<file path="src/rtl/xs256_pkg.sv">
// Shared types, constants and a helper function for the xoshiro256** generator.
package xs256_pkg;

  // Request kinds carried in the input tuser field
  localparam logic [1:0] FUNC_RAW     = 2'd0;
  localparam logic [1:0] FUNC_BOUNDED = 2'd1;
  localparam logic [1:0] FUNC_FRAC    = 2'd2;

  // splitmix64 constants
  localparam logic [63:0] GOLDEN_INC = 64'h9e3779b97f4a7c15;
  localparam logic [63:0] MIX_MUL_A  = 64'hbf58476d1ce4e5b9;
  localparam logic [63:0] MIX_MUL_B  = 64'h94d049bb133111eb;

  // Shift amounts of the generator and of the fraction output
  localparam int ShiftT = 17;
  localparam int RotS3  = 45;
  localparam int FracDrop = 11;

  // Datapath operations
  localparam logic [2:0] OP_NONE  = 3'd0;
  localparam logic [2:0] OP_INIT  = 3'd1;
  localparam logic [2:0] OP_ADD   = 3'd2;
  localparam logic [2:0] OP_MUL   = 3'd3;
  localparam logic [2:0] OP_MIX   = 3'd4;
  localparam logic [2:0] OP_STORE = 3'd5;
  localparam logic [2:0] OP_STEP  = 3'd6;

  // Command from controller to datapath
  typedef struct packed {
    logic [2:0] op;
    logic [1:0] idx;       // multiply step or state word index
    logic       phase;     // 0: first mix multiply, 1: second
    logic       load_req;  // capture the incoming request
    logic       load_out;  // load the result register
  } dp_cmd_t;

  // Status from datapath to controller
  typedef struct packed {
    logic reject;          // bounded draw above max_value
  } dp_status_t;

  // All-ones mask covering the highest set bit
  function automatic logic [63:0] smear64(input logic [63:0] v);
    logic [63:0] m;
    m = v;
    m = m | (m >> 1);
    m = m | (m >> 2);
    m = m | (m >> 4);
    m = m | (m >> 8);
    m = m | (m >> 16);
    m = m | (m >> 32);
    return m;
  endfunction

endpackage

</file>
<file path="src/rtl/xs256_dp.sv">
// Datapath: state words, splitmix64 seeding arithmetic and result shaping.
module xs256_dp
  import xs256_pkg::*;
(
  input  logic        clk,
  input  dp_cmd_t     cmd,
  input  logic [63:0] seed,
  input  logic [1:0]  req_func,
  input  logic [63:0] req_max,
  output dp_status_t  status,
  output logic [63:0] result
);

  logic [63:0] s0, s1, s2, s3;
  logic [63:0] acc;
  logic [63:0] z;
  logic [63:0] prod;
  logic [63:0] mixacc;
  logic [63:0] t5;
  logic [1:0]  func;
  logic [63:0] maxv;
  logic [63:0] mask;

  logic [63:0] acc_sum;
  logic [63:0] mul_c;
  logic [31:0] op_a, op_b;
  logic [63:0] mul_p;
  logic [63:0] s1x5;
  logic [63:0] r9;
  logic [63:0] masked;
  logic [63:0] shaped;
  logic [63:0] mixed_out;
  logic [63:0] x13;

  // splitmix counter advance
  assign acc_sum = acc + GOLDEN_INC;

  // Shared 32x32 multiplier; three partial products form the low 64 bits
  assign mul_c = cmd.phase ? MIX_MUL_B : MIX_MUL_A;
  assign op_a  = (cmd.idx == 2'd2) ? z[63:32] : z[31:0];
  assign op_b  = (cmd.idx == 2'd1) ? mul_c[63:32] : mul_c[31:0];
  assign mul_p = op_a * op_b;

  assign mixed_out = mixacc ^ (mixacc >> 31);

  // Output scrambler: first half (x5, rotate) is registered in t5
  assign s1x5   = s1 + {s1[61:0], 2'b00};
  assign r9     = t5 + {t5[60:0], 3'b000};
  assign masked = r9 & mask;
  assign x13    = s3 ^ s1;

  always_comb begin
    case (func)
      FUNC_BOUNDED: shaped = masked;
      FUNC_FRAC:    shaped = r9 >> FracDrop;
      default:      shaped = r9;
    endcase
  end

  assign status.reject = (func == FUNC_BOUNDED) && (masked > maxv);

  // Request capture
  always_ff @(posedge clk) begin
    if (cmd.load_req) begin
      func <= req_func;
      maxv <= req_max;
      mask <= smear64(req_max | 64'd1);
    end
  end

  // Seeding arithmetic
  always_ff @(posedge clk) begin
    case (cmd.op)
      OP_INIT: acc <= seed;
      OP_ADD: begin
        acc <= acc_sum;
        z   <= acc_sum ^ (acc_sum >> 30);
      end
      OP_MUL: begin
        prod <= mul_p;
        case (cmd.idx)
          2'd0:    mixacc <= mixacc;
          2'd1:    mixacc <= prod;
          default: mixacc <= mixacc + {prod[31:0], 32'h0};
        endcase
      end
      OP_MIX: z <= mixacc ^ (mixacc >> 27);
      default: ;
    endcase
  end

  // State words: loaded by seeding, advanced by a generator step
  always_ff @(posedge clk) begin
    case (cmd.op)
      OP_STORE: begin
        case (cmd.idx)
          2'd0:    s0 <= mixed_out;
          2'd1:    s1 <= mixed_out;
          2'd2:    s2 <= mixed_out;
          default: s3 <= mixed_out;
        endcase
      end
      OP_STEP: begin
        s0 <= s0 ^ x13;
        s1 <= s1 ^ s2 ^ s0;
        s2 <= s2 ^ s0 ^ (s1 << ShiftT);
        s3 <= {x13[63-RotS3:0], x13[63:64-RotS3]};
        t5 <= {s1x5[56:0], s1x5[63:57]};
      end
      default: ;
    endcase
  end

  // Result register
  always_ff @(posedge clk) begin
    if (cmd.load_out) begin
      result <= shaped;
    end
  end

endmodule

</file>
<file path="src/rtl/xs256_ctrl.sv">
// Controller: seeding sequence, request flow and output register valid.
module xs256_ctrl
  import xs256_pkg::*;
(
  input  logic       clk,
  input  logic       rst,
  input  logic       seed_wr,
  input  logic       in_valid,
  output logic       in_ready,
  output logic       out_valid,
  input  logic       out_ready,
  input  dp_status_t status,
  output dp_cmd_t    cmd
);

  localparam logic [2:0] ST_IDLE  = 3'd0;
  localparam logic [2:0] ST_FIN   = 3'd1;
  localparam logic [2:0] ST_INIT  = 3'd2;
  localparam logic [2:0] ST_ADD   = 3'd3;
  localparam logic [2:0] ST_MUL   = 3'd4;
  localparam logic [2:0] ST_MIX   = 3'd5;
  localparam logic [2:0] ST_STORE = 3'd6;

  logic [2:0] state, state_next;
  logic [1:0] word, word_next;
  logic [1:0] k, k_next;
  logic       phase, phase_next;
  logic       out_valid_next;
  logic       out_free;

  assign out_free = !out_valid || out_ready;
  assign in_ready = (state == ST_IDLE);

  // Next state and datapath command
  always_comb begin
    state_next = state;
    word_next  = word;
    k_next     = k;
    phase_next = phase;
    cmd        = '0;
    cmd.op     = OP_NONE;
    cmd.phase  = phase;
    case (state)
      ST_IDLE: begin
        if (in_valid) begin
          cmd.op       = OP_STEP;
          cmd.load_req = 1'b1;
          state_next   = ST_FIN;
        end
      end
      ST_FIN: begin
        if (status.reject) begin
          cmd.op = OP_STEP;
        end else if (out_free) begin
          cmd.load_out = 1'b1;
          state_next   = ST_IDLE;
        end
      end
      ST_INIT: begin
        cmd.op     = OP_INIT;
        word_next  = 2'd0;
        state_next = ST_ADD;
      end
      ST_ADD: begin
        cmd.op     = OP_ADD;
        phase_next = 1'b0;
        k_next     = 2'd0;
        state_next = ST_MUL;
      end
      ST_MUL: begin
        cmd.op  = OP_MUL;
        cmd.idx = k;
        k_next  = k + 2'd1;
        if (k == 2'd3) begin
          state_next = phase ? ST_STORE : ST_MIX;
        end
      end
      ST_MIX: begin
        cmd.op     = OP_MIX;
        phase_next = 1'b1;
        k_next     = 2'd0;
        state_next = ST_MUL;
      end
      ST_STORE: begin
        cmd.op     = OP_STORE;
        cmd.idx    = word;
        word_next  = word + 2'd1;
        state_next = (word == 2'd3) ? ST_IDLE : ST_ADD;
      end
      default: state_next = ST_INIT;
    endcase
    // A seed write restarts seeding
    if (seed_wr) begin
      state_next = ST_INIT;
    end
  end

  // Output register valid
  always_comb begin
    out_valid_next = out_valid;
    if (cmd.load_out) begin
      out_valid_next = 1'b1;
    end else if (out_ready) begin
      out_valid_next = 1'b0;
    end
  end

  always_ff @(posedge clk) begin
    if (rst) begin
      state     <= ST_INIT;
      word      <= 2'd0;
      k         <= 2'd0;
      phase     <= 1'b0;
      out_valid <= 1'b0;
    end else begin
      state     <= state_next;
      word      <= word_next;
      k         <= k_next;
      phase     <= phase_next;
      out_valid <= out_valid_next;
    end
  end

endmodule

</file>
<file path="src/rtl/xoshiro256ss_random_generator.sv">
// A result enters the output register from the FIN state once its request is
// accepted; each rejected bounded draw first takes another generator step.
// One request at a time: the next is taken only in the idle state, after the
// previous result has been loaded into a free output register.
// Reset and seed writes reload the state by four splitmix64 steps on one shared
// 32x32 multiplier, during which s_axis_tready is low.
module xoshiro256ss_random_generator
  import xs256_pkg::*;
(
  input  logic        clk,
  input  logic        rst,
  // Request stream
  input  logic        s_axis_tvalid,
  output logic        s_axis_tready,
  input  logic [63:0] s_axis_tdata,   // [63:0] bound
  input  logic [1:0]  s_axis_tuser,   // [1:0] func
  // Result stream
  output logic        m_axis_tvalid,
  input  logic        m_axis_tready,
  output logic [63:0] m_axis_tdata,   // [63:0] value
  // Configuration port
  input  logic        psel,
  input  logic        penable,
  input  logic        pwrite,
  input  logic [3:0]  paddr,
  input  logic [63:0] pwdata,
  output logic [63:0] prdata,
  output logic        pready
);

  logic        seed_sel;
  logic        seed_wr;
  logic [63:0] seed;
  dp_cmd_t     cmd;
  dp_status_t  status;

  // Register decode: seed at byte address 0
  assign pready   = 1'b1;
  assign seed_sel = (paddr[3] == 1'b0);
  assign seed_wr  = psel && penable && pwrite && pready && seed_sel;
  assign prdata   = seed_sel ? seed : 64'd0;

  always_ff @(posedge clk) begin
    if (rst) begin
      seed <= 64'd0;
    end else if (seed_wr) begin
      seed <= pwdata;
    end
  end

  xs256_ctrl u_ctrl (
    .clk       (clk),
    .rst       (rst),
    .seed_wr   (seed_wr),
    .in_valid  (s_axis_tvalid),
    .in_ready  (s_axis_tready),
    .out_valid (m_axis_tvalid),
    .out_ready (m_axis_tready),
    .status    (status),
    .cmd       (cmd)
  );

  xs256_dp u_dp (
    .clk      (clk),
    .cmd      (cmd),
    .seed     (seed),
    .req_func (s_axis_tuser),
    .req_max  (s_axis_tdata),
    .status   (status),
    .result   (m_axis_tdata)
  );

endmodule

</file>
<file path="config.mk">
export PLATFORM = sky130hd
export DESIGN_NAME = xoshiro256ss_random_generator
export DESIGN_NICKNAME = d
export VERILOG_FILES = /design/src/rtl/xs256_pkg.sv /design/src/rtl/xs256_dp.sv /design/src/rtl/xs256_ctrl.sv /design/src/rtl/xoshiro256ss_random_generator.sv
export SDC_FILE = /design/constraint.sdc
export NUM_CORES = 2
export LEC_CHECK = 0
export ABC_AREA = 1
export BUFFER_PORTS_ARGS = -buffer_cell sky130_fd_sc_hd__buf_4
export CORE_MARGIN = 3
export CORE_UTILIZATION = 58
export DETAILED_ROUTE_END_ITERATION = 7
export PLACE_DENSITY = 0.75
export SLEW_MARGIN = 5
export SYNTH_ARGS = -nofsm -noshare
export SYNTH_HDL_FRONTEND = slang
export SYNTH_HIERARCHICAL = 1
export SYNTH_SLANG_ARGS = --single-unit
</file>
<file path="constraint.sdc">
create_clock -name clk -period 11.8 [get_ports clk]
set_input_delay 0 -clock clk [delete_from_list [all_inputs] [get_ports clk]]
set_output_delay 0 -clock clk [all_outputs]
set_load 0.01 [all_outputs]
</file>
==> flow_summary.ini <==
[cts]
clock_latency_ns = 0.75
numCtsBuffers = 94
clk_pin_slew_worst_paths_ns = 0.07
cts_root_buf = clkbuf_16
cts_resized = 0
cts.sinks = 841
cts-htree-levels = 3
cts.path.max_buffers = 3
tritoncts = yes

[synth]
ys_seq_area_frac = 0.296
ys_warn_count = 6
synth_top_area_frac = 0.278
synthMuxAreaShare = 0
async_flop_share = 0
synth_ff_type = edfxtp_1
postSynthCellCount = 10000
synth_fa_ha_area_frac = 0.280
synth_cell_type_count = 64
synth_compound_area_frac = 0.0927
synth_top_family_by_area = adder cells
ys_ff_latch = 841
synth_edf_count = 768
synthesis.area_sq_um = 82900
synth-xor-area-share = 0.0437
synth.area.top_cells = edfxtp_1, fa_1, inv_1, ha_1, nand2_1
syn_area_per_cell_sq_um = 8.27
ys_top_cells_by_count = inv_1, nand2_1, nor2_1, fa_1, edfxtp_1
synth_nets = 11500
yosys.area.top_type = edfxtp_1
synthSimpleGateAreaFrac = 0.179
yosysMostFrequentCell = inv_1

[worst_setup_path]
rr_startpoint = u_ctrl/state[1]$_SDFFE_PP1P_
path_common_cell = fa_1
start_kind = flip-flop
arrival_ns = 11.20
critPathKind = flip-flop to flip-flop
startpoint = u_ctrl/state[1]$_SDFFE_PP1P_
end_kind = flip-flop
cpPeakStageDelay_ns = 0.84
cp_slowest_cell = nor2_1
worst-endpoint-required_ns = 12.24
cp_max_fo = 50

[floorplan]
fp.coreArea_sq_um = 142000
num_rows = 138
die_area_sq_um = 148000
die_y_microns = 384
die_w_microns = 384
ios = 272
initial_core_util = 0.585

[min_path]
holdCritStartpoint = s_axis_tdata[1]
hold_path.class = primary input to flip-flop

[routing]
antenna_left = 0
wl_mm = 318
vias = 74300
vias_per_cell = 6.01
post_drt_wl_per_cell_microns = 25.7
drtIter0Drc = 9918
drt_first_pass_iters = 7
drc = 0

[finish]
nFillCells = 11700
ff_latch_area_sq_um = 24500
syn_to_final_growth_pct = 10.6
layout-drive-gt1-share = 0.0569
finalNetCount = 11900
multi_input_area_sq_um = 49500

[global_routing]
gr-usage-all-layers = 0.429
grt_max_degree = 240
grt_antenna_before_repair = 18
grt_pass1_vias = 73500
overflow = 0
grt_pass1_wl_mm = 468

[timing]
skew_ns = 0.112
rsz0062_at_grt = false
hold_viol = 0
max_slew_margin = 0.139
setup_viol = 0
tightest_slew_ns = 1.28
setup-tns-final_ns = 0
post-route-min-period_ns = 10.76
finalCritPeriodShare = 0.912
timing.fmax_ghz = 0.0929
slew_viol_final = 0

[job]
cap_viol_max_count = 0

[placed_design]
port_buffers = 267
gp_congestion = 1.05
hpwl_mm = 256

[outcome]
status = completed
==> worst max-delay path: cells and delay by family (launching register included) <==
family	cells	cell delay, ns
AOI/OAI and AO/OA	2	0.66
buffers and inverters	10	1.69
DFF	1	0.46
and+or+nand+nor	11	3.05
adders and majority gates	9	4.51
==> what timing repair did <==
item	CTS	global route
hold buffers	137	0
hold endpoints to repair	201	0
buffers inserted	0	0
==> path summary, 6_finish.rpt <==
path | slack (ns) | to | cells after the start
min reg2reg | 0.50 | seed[11]$_SDFFE_PP0P_ | 2
max | 1.04 | u_dp/prod[61]$_DFFE_PP_ | 32
min | 0.04 | u_dp/maxv[1]$_DFFE_PP_ | 2
max reg2reg | 1.04 | u_dp/prod[61]$_DFFE_PP_ | 32
==> cell type report <==
type,count,share of cell area
timing repair buffer,494,0.0445
inverter,2140,0.0876
clock buffer,107,0.0265
clock inverter,60,0.00783
antenna,5,0.000136
multi-input combinational,6822,0.540
tap,1890,0.0258
sequential,841,0.267
==> registers in the layout (all words and copies together), names as in the netlist, 2 cells and up <==
signal,count
seed,64
u_ctrl/k,2
u_ctrl/state,3
u_ctrl/word,2
u_dp/acc,64
u_dp/func,2
u_dp/mask,63
u_dp/maxv,63
u_dp/mixacc,64
u_dp/prod,64
u_dp/result,64
u_dp/s0,64
u_dp/s1,64
u_dp/s2,64
u_dp/s3,64
u_dp/t5,64
u_dp/z,64
==> cells by family after synthesis <==
family / Yosys count
compound gates: 1416
xor+xnor: 414
fa+ha+maj: 1375
buf+inv: 2369
flops: 841
other cells: 1
simple gates: 3616
==> per-layer routing <==
metal | vias up | GRT usage | wire length [microns]
li1 | 32500 | - | -
met1 | 35500 | 0.589 | 121000
met2 | 5366 | 0.627 | 134000
met3 | 948 | 0.135 | 45400
met4 | 22 | 0.186 | 16900
met5 | - | 0 | 138
==> cell usage in the layout, fill, tap and decap left out, drive strengths merged, types with 38 or more instances in the layout <==
cell type / count
nand4: 83
inv: 2145
a31oi: 58
fa: 804
xor2: 245
xnor2: 169
o21ai: 735
o21bai: 54
a21o: 38
dlygate4sd3: 137
clkbuf: 107
o22ai: 44
edfxtp: 768
a21oi: 403
dfxtp: 73
clkinv: 42
nand3: 427
buf: 357
nor2: 1337
nor3: 73
ha: 571
nand2: 1592
==> metrics by stage <==
stage          cell area [sq um]  hold slack (ns)  setup WS [ns]  utilization  std cells
3_3_place_gp               87200            0.179           1.56        0.615      12100
4_1_cts                    91700         0.000131           1.35        0.647      12400
6_report                   91700           0.0393           1.04        0.647      12400
5_1_grt                    91700           0.0190          0.652        0.647      12400
3_5_place_dp               87200            0.181           1.49        0.615      12100
2_1_floorplan              82900           0.0691           1.13            -      10000
Power is not shown: default switching activity piles up to over one toggle a cycle in this logic, so the estimate is an artifact.
